File: config.mk
export PLATFORM = sky130hd
export DESIGN_NAME = rational_arithmetic_unit_core
export DESIGN_NICKNAME = d
export VERILOG_FILES = /design/src/rtl/rau_pkg.sv /design/src/rtl/rau_divider.sv /design/src/rtl/rational_arithmetic_unit_core.sv
export SDC_FILE = /design/constraint.sdc
export NUM_CORES = 2
export LEC_CHECK = 0
export BUFFER_PORTS_ARGS = -buffer_cell sky130_fd_sc_hd__buf_4
export CORE_MARGIN = 4
export CORE_UTILIZATION = 25
export CTS_BUF_LIST = sky130_fd_sc_hd__clkbuf_8 sky130_fd_sc_hd__clkbuf_16
export CTS_CLUSTER_DIAMETER = 50
export DETAILED_ROUTE_END_ITERATION = 6
export GPL_TIMING_DRIVEN = 1
export PLACE_DENSITY_LB_ADDON = 0.05
export SYNTH_ARGS = -nofsm -noshare
export SYNTH_HDL_FRONTEND = slang
export SYNTH_HIERARCHICAL = 1
export SYNTH_SLANG_ARGS = --single-unit
File: constraint.sdc
create_clock -name clk -period 14.1 [get_ports clk]
set_input_delay 2.82 -clock clk [delete_from_list [all_inputs] [get_ports clk]]
set_output_delay 2.82 -clock clk [all_outputs]
set_load 0.01 [all_outputs]
File: src/rtl/rau_pkg.sv
// ----------------------------------------------------------------------------
// rau_pkg: shared types and constants of the rational arithmetic unit
// Request payload structs, status codes, operation codes and sequencer states.
// ----------------------------------------------------------------------------
`default_nettype none
package rau_pkg;
	localparam int VALUE_WIDTH_DEF = 32;
	localparam int MAG_W = 64;

	typedef enum logic [1:0] {CMD_ADD = 2'd0, CMD_SUB = 2'd1, CMD_MUL = 2'd2, CMD_DIV = 2'd3} cmd_t;
	typedef enum logic [1:0] {ST_OK = 2'd0, ST_DIVZ = 2'd1, ST_ZDEN = 2'd2, ST_OVF = 2'd3} status_t;

	typedef struct packed {
		logic [1:0]         cmd;
		logic signed [31:0] a_num;
		logic [30:0]        a_den;
		logic signed [31:0] b_num;
		logic [30:0]        b_den;
	} req_in_t;

	typedef struct packed {
		logic signed [31:0] res_num;
		logic [30:0]        res_den;
		logic [1:0]         status;
	} req_out_t;

	typedef enum logic [3:0] {
		S_IDLE, S_MUL1, S_MUL2, S_MUL3, S_COMB, S_GCD, S_DIVN, S_DIVD, S_DONE
	} state_t;
endpackage
`default_nettype wire

File: src/rtl/rau_divider.sv
// ----------------------------------------------------------------------------
// rau_divider: bit-serial 64-bit unsigned divider
// One quotient bit per cycle; gives quotient and remainder after 64 steps.
// ----------------------------------------------------------------------------
`default_nettype none
module rau_divider import rau_pkg::*; (
	input  wire logic              clk,
	input  wire logic              arst_n,
	input  wire logic              start,
	input  wire logic [MAG_W-1:0]  dividend,
	input  wire logic [MAG_W-1:0]  divisor,
	output logic                   done,
	output logic [MAG_W-1:0]       quot,
	output logic [MAG_W-1:0]       rem
);
	logic [MAG_W-1:0] q_q, r_q, d_q;
	logic [6:0] cnt_q;
	logic busy_q;
	logic done_q;
	logic [MAG_W:0] trial;

	// The remainder shifted left with the next dividend bit, less the divisor.
	assign trial = {r_q, q_q[MAG_W-1]} - {1'b0, d_q};

	// Done is raised for one cycle after the last step, when quot and rem hold
	// their final values.
	always_ff @(posedge clk or negedge arst_n) begin
		if (!arst_n) begin
			busy_q <= 1'b0;
			cnt_q  <= '0;
			done_q <= 1'b0;
		end else if (start) begin
			busy_q <= 1'b1;
			cnt_q  <= 7'(MAG_W);
			done_q <= 1'b0;
		end else if (busy_q) begin
			cnt_q <= cnt_q - 7'd1;
			done_q <= (cnt_q == 7'd1);
			if (cnt_q == 7'd1) busy_q <= 1'b0;
		end else begin
			done_q <= 1'b0;
		end
	end

	always_ff @(posedge clk) begin
		if (start) begin
			q_q <= dividend;
			r_q <= '0;
			d_q <= divisor;
		end else if (busy_q) begin
			if (!trial[MAG_W]) begin
				r_q <= trial[MAG_W-1:0];
				q_q <= {q_q[MAG_W-2:0], 1'b1};
			end else begin
				r_q <= {r_q[MAG_W-2:0], q_q[MAG_W-1]};
				q_q <= {q_q[MAG_W-2:0], 1'b0};
			end
		end
	end

	assign done = done_q;
	assign quot = q_q;
	assign rem  = r_q;
endmodule
`default_nettype wire

File: src/rtl/rational_arithmetic_unit_core.sv
// ----------------------------------------------------------------------------
// rational_arithmetic_unit_core: fraction add, subtract, multiply, divide
// Exact cross products, gcd reduction and range check under one sequencer.
// ----------------------------------------------------------------------------
// Usage: a request on the in channel (in_valid/in_stall, payload in_data)
// carries an operation and two fractions. One result request leaves on the
// out channel (out_valid/out_stall, payload out_data) for each input.
// The block takes one request at a time. The cross products are formed by
// one 32x32 multiplier used two or three times. The Euclidean gcd then
// runs on a bit-serial divider shared with the two final exact divisions;
// the divider runs once for every remainder step and once for each of the
// numerator and the denominator. Add and subtract pass S_MUL1, S_MUL2 and
// S_MUL3 before S_COMB; multiply and divide skip S_MUL3. A zero denominator
// or a division by zero gives its result from S_MUL1; a zero result leaves
// from S_COMB. The result sits in an output register. While the receiver
// stalls it holds and the block stays busy; in_stall is low only when the
// block is idle and the output register is empty or being taken.
// Reset clears the sequencer and the output valid; no request is in flight.
// ----------------------------------------------------------------------------
`default_nettype none
module rational_arithmetic_unit_core import rau_pkg::*; #(
	parameter int VALUE_WIDTH = VALUE_WIDTH_DEF
) (
	input  wire logic     clk,
	input  wire logic     arst_n,
	input  wire logic     in_valid,
	output logic          in_stall,
	input  wire req_in_t  in_data,
	output logic          out_valid,
	input  wire logic     out_stall,
	output req_out_t      out_data
);
	localparam logic [MAG_W-1:0] LIMIT = (MAG_W'(1) << (VALUE_WIDTH - 1)) - MAG_W'(1);

	state_t state_q, state_d;
	req_in_t req_q;
	logic an_q, bn_q, rneg_q, s1_q, s2_q;
	logic [31:0] am_q, bm_q;
	logic [MAG_W-1:0] m1_q, m2_q, rd_q, rn_q, x_q, y_q;
	logic out_valid_q;
	req_out_t out_q;

	// The shared multiplier: one 32x32 product per cycle.
	logic [31:0] mul_a, mul_b;
	logic [MAG_W-1:0] mul_p;
	assign mul_p = MAG_W'(mul_a) * MAG_W'(mul_b);

	logic div_start, div_done;
	logic [MAG_W-1:0] div_n, div_d, div_q, div_r;
	rau_divider u_div (
		.clk(clk), .arst_n(arst_n), .start(div_start), .dividend(div_n),
		.divisor(div_d), .done(div_done), .quot(div_q), .rem(div_r)
	);

	logic accept, out_free, fin, fin_err;
	logic [1:0] fin_st;
	logic div_busy_q;
	assign out_free = !out_valid_q || !out_stall;
	assign in_stall = !(state_q == S_IDLE && out_free);
	assign accept   = in_valid && !in_stall;

	always_comb begin
		mul_a = am_q;
		mul_b = {1'b0, req_q.b_den};
		unique case (state_q)
			S_MUL1: begin
				mul_a = (req_q.cmd == CMD_MUL) ? am_q : am_q;
				mul_b = (req_q.cmd == CMD_MUL) ? bm_q : {1'b0, req_q.b_den};
			end
			S_MUL2: begin
				mul_a = {1'b0, req_q.a_den};
				mul_b = (req_q.cmd == CMD_ADD || req_q.cmd == CMD_SUB) ? bm_q
					: (req_q.cmd == CMD_DIV) ? bm_q : {1'b0, req_q.b_den};
			end
			S_MUL3: begin
				mul_a = {1'b0, req_q.a_den};
				mul_b = {1'b0, req_q.b_den};
			end
			default: ;
		endcase
	end

	// Next state and sequencer outputs.
	always_comb begin
		state_d   = state_q;
		div_start = 1'b0;
		div_n     = x_q;
		div_d     = y_q;
		fin       = 1'b0;
		fin_err   = 1'b1;
		fin_st    = ST_OK;
		unique case (state_q)
			S_IDLE: if (accept) state_d = S_MUL1;
			S_MUL1: begin
				if (req_q.a_den == '0 || req_q.b_den == '0) begin
					fin = 1'b1; fin_st = ST_ZDEN; state_d = S_IDLE;
				end else if (req_q.cmd == CMD_DIV && bm_q == '0) begin
					fin = 1'b1; fin_st = ST_DIVZ; state_d = S_IDLE;
				end else begin
					state_d = S_MUL2;
				end
			end
			S_MUL2: state_d = (req_q.cmd == CMD_ADD || req_q.cmd == CMD_SUB) ? S_MUL3 : S_COMB;
			S_MUL3: state_d = S_COMB;
			S_COMB: begin
				if (rn_q == '0) begin
					fin = 1'b1; fin_st = ST_OK; state_d = S_IDLE;
				end else begin
					div_start = 1'b1; div_n = rn_q; div_d = rd_q; state_d = S_GCD;
				end
			end
			S_GCD: begin
				if (div_done) begin
					div_start = 1'b1;
					if (div_r == '0) begin
						div_n = rn_q; div_d = y_q; state_d = S_DIVN;
					end else begin
						div_n = y_q; div_d = div_r;
					end
				end
			end
			S_DIVN: if (div_done) begin
				div_start = 1'b1; div_n = rd_q; div_d = y_q; state_d = S_DIVD;
			end
			S_DIVD: if (div_done) begin
				fin = 1'b1; state_d = S_IDLE;
				if (x_q > LIMIT || div_q > LIMIT) fin_st = ST_OVF;
				else fin_err = 1'b0;
			end
			default: state_d = S_IDLE;
		endcase
	end

	always_ff @(posedge clk or negedge arst_n) begin
		if (!arst_n) begin
			state_q     <= S_IDLE;
			out_valid_q <= 1'b0;
			div_busy_q  <= 1'b0;
		end else begin
			state_q <= state_d;
			div_busy_q <= div_start ? 1'b1 : (div_done ? 1'b0 : div_busy_q);
			if (fin) out_valid_q <= 1'b1;
			else if (!out_stall) out_valid_q <= 1'b0;
		end
	end

	always_ff @(posedge clk) begin
		if (accept) begin
			req_q <= in_data;
			an_q  <= in_data.a_num[31];
			bn_q  <= in_data.b_num[31];
			am_q  <= in_data.a_num[31] ? 32'(-in_data.a_num) : in_data.a_num;
			bm_q  <= in_data.b_num[31] ? 32'(-in_data.b_num) : in_data.b_num;
		end
		unique case (state_q)
			S_MUL1: begin
				m1_q <= mul_p;
				if (req_q.cmd == CMD_MUL || req_q.cmd == CMD_DIV) begin
					rn_q <= mul_p; rneg_q <= an_q ^ bn_q;
				end
				s1_q <= an_q;
			end
			S_MUL2: begin
				m2_q <= mul_p;
				if (req_q.cmd == CMD_MUL || req_q.cmd == CMD_DIV) rd_q <= mul_p;
				s2_q <= bn_q ^ (req_q.cmd == CMD_SUB);
			end
			S_MUL3: begin
				rd_q <= mul_p;
				// Sign of a zero product never matters: the other product sets it, or rn is zero.
				if (s1_q == s2_q) begin
					rn_q <= m1_q + m2_q; rneg_q <= s1_q;
				end else if (m1_q >= m2_q) begin
					rn_q <= m1_q - m2_q; rneg_q <= s1_q;
				end else begin
					rn_q <= m2_q - m1_q; rneg_q <= s2_q;
				end
			end
			S_COMB: y_q <= rd_q;
			S_GCD: if (div_done && div_r != '0) y_q <= div_r;
			S_DIVN: if (div_done) x_q <= div_q;
			default: ;
		endcase
		if (fin) begin
			out_q.status  <= fin_st;
			out_q.res_num <= fin_err ? 32'sd0
				: (rneg_q ? 32'(-x_q[31:0]) : x_q[31:0]);
			out_q.res_den <= fin_err ? 31'd1 : div_q[30:0];
		end
	end

	assign out_valid = out_valid_q;
	assign out_data  = out_q;

	a_no_accept_busy: assert property (@(posedge clk) disable iff (!arst_n)
		(state_q != S_IDLE) |-> in_stall) else $error("accepted while busy");
	a_hold_stalled: assert property (@(posedge clk) disable iff (!arst_n)
		(out_valid && out_stall) |=> (out_valid && $stable(out_data)))
		else $error("stalled result changed");
	a_div_done_busy: assert property (@(posedge clk) disable iff (!arst_n)
		div_done |-> div_busy_q) else $error("divider done when idle");
	a_err_zero: assert property (@(posedge clk) disable iff (!arst_n)
		(out_valid && out_data.status != ST_OK) |-> (out_data.res_num == 0
		&& out_data.res_den == 31'd1)) else $error("error result not 0/1");
endmodule
`default_nettype wire

# Word level (Yosys, flattened, before mapping)
# Index checks and enable logic that the tools add are counted.
dict set report word_totals {
  reg_bits 788
  input_bits 132
  wordCells 161
  output_inout_bits 67
}
dict set report classes {
  magnitude_cmp 3
  n_bitwise 2
  n_eq_ne 21
  multipliers 1
  n_reduce_logical 31
  mux 66
  n_addsub 8
}
# operator n
set op_table {}
lappend op_table {{64-bit 2-to-1 mux} 14}
lappend op_table {{64-bit case mux with 2 select lines} 4}
lappend op_table {{64-bit case mux with 3 select lines} 1}
lappend op_table {{32-bit 2-to-1 mux} 5}
lappend op_table {{64-bit by 31-bit greater-than comparator with 1-bit output, second input constant} 2}
lappend op_table {{64-bit logical NOT} 2}
lappend op_table {{64-bit subtractor} 2}
lappend op_table {{32-bit negation} 3}
lappend op_table {{65-bit by 64-bit subtractor with 65-bit output} 1}
lappend op_table {{64-bit adder} 1}
lappend op_table {{64-bit >= comparator} 1}
lappend op_table {{32-bit by 32-bit multiplier with 64-bit output} 1}
lappend op_table {{32-bit case mux with 2 select lines} 1}
lappend op_table {{64-bit nonzero test} 1}
lappend op_table {{31-bit logical NOT} 2}
lappend op_table {{31-bit 2-to-1 mux} 2}
lappend op_table {{32-bit logical NOT} 1}
lappend op_table {{4-bit case mux with 8 select lines} 1}
lappend op_table {{1-bit 2-to-1 mux} 20}
lappend op_table {{4-bit 2-to-1 mux} 5}
lappend op_table {{4-bit by 3-bit == test with 1-bit output, second input constant} 4}
lappend op_table {{7-bit 2-to-1 mux} 2}
lappend op_table {{2-bit 2-to-1 mux} 5}
lappend op_table {{2-bit inequality test, second input constant} 5}
lappend op_table {{22 further kinds} 46}

# Logic depth before layout (Yosys ltp)
dict set report logic_depth {
  word_depth 7
  depth_mapped 37
  ltp_nobuf 32
}

# By module
# Netlist, hierarchy kept.
# module cells_each area_per_inst_um2 n_inst seq_area_each_um2
set modules_own_cells {}
lappend modules_own_cells {rational_arithmetic_unit_core 7537 70018.4 1 17576.9}
lappend modules_own_cells {rau_divider 1257 11976.5 1 5350.1}

# Least setup slack after synthesis
# No wires, ideal clock.
dict set report synth_path {
  path_type {reg2reg}
  from {reg state_q[0]}
  to {reg rn_q[62], data pin}
  setup_ps 269
  setup_slack_ps 3132
  period_less_slack_ps 10968
  t_required_ps 13831
  n_path_buf 6
  stages_incl_launch_ff 36
  t_arrival_ps 10699
  cell_sequence {dfrtp_1 buf_2 nor2b_1 and2_1 clkbuf_1 a21oi_1 clkbuf_1 buf_1 mux2i_1 clkbuf_1 nor2_1 fa_1 fa_1 fa_1 inv_1 fa_1 inv_1 fa_1 inv_1 fa_1 inv_1 fa_1 fa_1 ha_1 clkbuf_1 nand2_1 nor2_1 o2bb2ai_1 or3_1 o2111ai_1 a2111oi_2 o31ai_2 o21ai_2 a221o_1 xnor2_1 a211oi_1}
}
dict set report synth_via {
  elab_chain_cells 6
  word_cells_on_any_way 9
  classes_between {mul (1); eq/ne (3); mux (4); reduce/logical (1)}
}
# element line
set synth_rtl {}
lappend synth_rtl {{from (decl)} rational_arithmetic_unit_core.sv:35} ;# state_t state_q, state_d;
lappend synth_rtl {{from (signal assigned)} rational_arithmetic_unit_core.sv:140} ;# state_q <= state_d;
lappend synth_rtl {{4-bit by 2-bit == test with 1-bit output, on equally long branches} {rational_arithmetic_unit_core.sv:65, rational_arithmetic_unit_core.sv:155}}
lappend synth_rtl {{2-bit OR reduction (no source line)} -}
lappend synth_rtl {{32-bit 2-to-1 mux} rational_arithmetic_unit_core.sv:65} ;# unique case (state_q)
lappend synth_rtl {{32-bit by 32-bit multiplier with 64-bit output} rational_arithmetic_unit_core.sv:46} ;# assign mul_p = MAG_W'(mul_a) * MAG_W'(mul_b);
lappend synth_rtl {{64-bit 2-to-1 mux} rational_arithmetic_unit_core.sv:158} ;# if (req_q.cmd == CMD_MUL || req_q.cmd == CMD_DIV) begin
lappend synth_rtl {{64-bit case mux with 2 select lines *} rational_arithmetic_unit_core.sv:155} ;# unique case (state_q)
lappend synth_rtl {{to (signal assigned)} rational_arithmetic_unit_core.sv:159} ;# rn_q <= mul_p; rneg_q <= an_q ^ bn_q;
lappend synth_rtl {{to (signal assigned)} rational_arithmetic_unit_core.sv:172} ;# rn_q <= m1_q + m2_q; rneg_q <= s1_q;
lappend synth_rtl {{to (signal assigned)} rational_arithmetic_unit_core.sv:174} ;# rn_q <= m1_q - m2_q; rneg_q <= s1_q;
lappend synth_rtl {{to (decl)} rational_arithmetic_unit_core.sv:39} ;# logic [MAG_W-1:0] m1_q, m2_q, rd_q, rn_q, x_q, y_q;
# Every way passes the cells marked *; elsewhere a longest branch is shown, timed or not. The select of a mux whose other input is x is not followed.
# A chain may end at the register's enable or synchronous reset.

# Worst setup path in the final report
dict set report layout_path {
  from {reg state_q[2]}
  to {reg rn_q[61], data pin}
}
dict set report layout_via {
  elab_chain_cells 6
  word_cells_on_any_way 9
  classes_between {mul (1); eq/ne (3); mux (4); reduce/logical (1)}
}
# element line
set layout_rtl {}
lappend layout_rtl {{4-bit by 2-bit == test with 1-bit output} rational_arithmetic_unit_core.sv:65}
lappend layout_rtl {{2-bit OR reduction (no source line)} -}
lappend layout_rtl {{32-bit 2-to-1 mux} rational_arithmetic_unit_core.sv:65}
lappend layout_rtl {{32-bit by 32-bit multiplier with 64-bit output *} rational_arithmetic_unit_core.sv:46}
lappend layout_rtl {{net mul_p[61]} rational_arithmetic_unit_core.sv:45} ;# logic [MAG_W-1:0] mul_p;
lappend layout_rtl {{64-bit 2-to-1 mux *} rational_arithmetic_unit_core.sv:158}
lappend layout_rtl {{64-bit case mux with 2 select lines *} rational_arithmetic_unit_core.sv:155}
# The timed path passes the listed nets; every way through them passes the cells marked *. The select of a mux whose other input is x is not followed.

==> results.json <==
{
  "status": "complete, but fails checks",
  "failed_checks": "design-rule violations",
  "grt_pass1_vias": 69800,
  "final_nets": 10400,
  "p_per_area_nw_per_um2": 65.0,
  "min_to": "x_q[33]",
  "synthDominantCellAreaShare_pct": 26.0,
  "whs_path_depth": 0,
  "numPortBuffers": 198,
  "reg2reg_setup_slack_ns": 2.29,
  "p_leak_nw": 39.4,
  "synth_seq_area_share_pct": 28.0,
  "rsz0062_at_grt": "no",
  "ys_async_sr_fraction_pct": 1.65,
  "finalWirelength_mm": 359,
  "fin_crit_sh_pct": 83.8,
  "ys_ff_latch": 787,
  "drt_iter0_drc": 5160,
  "synth_flop_cell": "edfxtp_1",
  "maxCapViolCount": 0,
  "worst_slack_ns": 2.29,
  "grt-ovfl-total": 0,
  "holdBufCountCts": 0,
  "cts-root-buf": "clkbuf_16",
  "cp_data_arrival_time_ns": 12.48,
  "cts.sinks": 787,
  "crit_path_end_kind": "register",
  "ant_nets": 0,
  "cts_resized": 0,
  "synthXorXnorAreaFrac_pct": 2.85,
  "synth_common_cells": "1290 x inv_1, 1128 x nand2_1, 941 x nor2_1",
  "cts_setup_buffers": 0,
  "synth_fa_ha_area_share_pct": 29.9,
  "clock_path_buffers": 4,
  "synthMostInstantiatedCell": "inv_1",
  "grt_pass1_wl_mm": 517,
  "setup_viol": 0,
  "place_congestion": 0.892,
  "avgSynthCellArea_um2": 9.32,
  "hold_viol_final": 0,
  "slowest_stage": "a31oi_1",
  "htreeDepth": 4,
  "drc": 18,
  "fin_skew_ns": 0.0938,
  "critical_path_required_ns": 14.76,
  "r2r_cells": 32,
  "holdCritStartpoint": "u_div/quot[33]",
  "yosys.cell_types.count": 109,
  "utilization_pct": 28.7,
  "synth_fp_nets": 10300,
  "cts_tree": "done",
  "dp.cells": 13000,
  "timing.critical_path.from": "state_q[2]",
  "seqCellArea_um2": 22900,
  "grt_usage_pct": 20.8,
  "die_y_um": 581,
  "die_w_um": 581,
  "startpoint_type": "register",
  "clk_latency_ns": 0.84,
  "start_util_pct": 25.1,
  "multi_input_area_um2": 53000,
  "synthTopCellsByArea": "edfxtp_1 26%, fa_1 22%, ha_1 8.0%",
  "critPathMostFrequentCell": "fa_1",
  "synth_compound_area_share_pct": 13.0,
  "core.rowCount": 210,
  "post-place-ws_ns": 2.28,
  "drv_slew": 0,
  "synthMuxAreaShare_pct": 3.77,
  "die_area_um2": 337000,
  "grt_max_degree": 78,
  "yosys.area_share.simple_pct": 14.4,
  "synth_top_family_by_area": "adder cells",
  "stdcell_count": 13300,
  "core_um2": 327000,
  "crit_type": "reg2reg",
  "synth-edff-count": 710,
  "relSlewSlack_pct": 23.7,
  "antenna_found_initial": 13,
  "worst_pin_slew_ns": 1.14,
  "whs_ns": 0.426,
  "vdd_drop_max_mv": 0.0812,
  "regToRegStartpoint": "state_q[2]",
  "hold_class": "reg2reg",
  "nFillCells": 34700,
  "r2r-end": "rn_q[61]",
  "vias_per_cell": 4.95,
  "ys_warn_count": 6,
  "critPathMaxFanout": 33,
  "firstDrtPassIters": 7,
  "tns_ns": 0,
  "syn_area_um2": 82000,
  "wl_per_cell_um": 27.0,
  "fmax_ghz": 0.0846,
  "synth_cells": 8794,
  "yosys.area.top_type": "edfxtp_1",
  "cts_made_buffers": 147,
  "fin_crit_ns": 11.81,
  "hpwl_mm": 289,
  "pin_count": 199,
  "area_growth_pct": 14.3,
  "vias": 65900,
  "clk_pin_slew_ns": 0.06,
  "max_stage_delay_ns": 0.91,
  "drive_above_1_share_pct": 10.3
}
[routing by layer]
layer	wire (um)	track usage (%)
met5	0	0
met4	10900	5.76
met1	163000	28.2
met2	171000	35.2
met3	14200	2.07
[per-stage QoR]
step / power, mW / cell area, um2
floorplan: 2.59 / 82000
finish: 6.09 / 93700
global route: 6.32 / 93700
global placement: 2.63 / 88900
CTS: 6.22 / 93700
detailed placement: 2.63 / 88900
[sequential cells by signal (all words and copies together) (netlist names), 3 cells and up]
signal	flops
am_q	32
bm_q	32
m1_q	64
m2_q	64
out_data	65
rd_q	64
req_q	64
rn_q	64
state_q	3
u_div/cnt_q	7
u_div/d_q	64
u_div/quot	64
u_div/rem	64
x_q	64
y_q	64
[worst max-delay path by stage]
stage	endpoint	slack (ns)	depth (start not counted)
global placement	rn_q[61]	2.45	32
global route	rn_q[61]	1.78	32
detailed placement	rn_q[61]	2.28	32
floorplan	rn_q[62]	3.13	35
finish	rn_q[61]	2.29	32
CTS	rn_q[61]	2.21	32
[report_power, final]
group / switching, mW / internal, mW / total [mW]
combinational: 0.0301 / 0.0376 / 0.0677
sequential: 0 / 2.52 / 2.52
clock: 1.38 / 2.13 / 3.51
total: 1.41 / 4.68 / 6.09
[cells in the final DEF, fill, tap and decap left out, types with 64 or more instances in the layout]
cell type,instances
nor3_1,75
o21ai_0,299
ha_1,522
a21oi_1,423
nand4_1,109
o21bai_1,87
clkbuf_16,147
xor2_1,66
nor4_1,112
nand2_1,1124
dfxtp_1,64
a21o_1,78
xnor2_1,196
mux2_2,174
inv_1,1299
a222oi_1,127
edfxtp_1,710
nand3_1,87
a31oi_1,67
buf_4,347
fa_1,900
nor2_1,937
[area by class of cell]
type | instances | area share (%)
tap | 4346 | 5.80
antenna | 5 | 0.0134
multi-input combinational | 6272 | 56.6
inverter | 1292 | 5.18
clock buffer | 151 | 3.99
timing repair buffer | 347 | 2.78
sequential | 787 | 24.5
clock inverter | 112 | 1.15
[worst max-delay path, delay by kind of cell (launching register included)]
| family | cells | cell delay (ns) |
|---|---|---|
| fa+ha+maj | 9 | 4.35 |
| buf+inv | 7 | 1.53 |
| simple gates | 3 | 0.80 |
| compound gates | 11 | 2.93 |
| mux | 1 | 0.59 |
| xor+xnor | 1 | 0.55 |
| flops | 1 | 0.72 |
[cells by family after synthesis]
group           count (synthesis)
buf+inv                      1735
fa+ha+maj                    1422
compound gates               1570
xor+xnor                      266
mux                           286
flops                         787
simple gates                 2728
(Power assumes the default switching activity.)
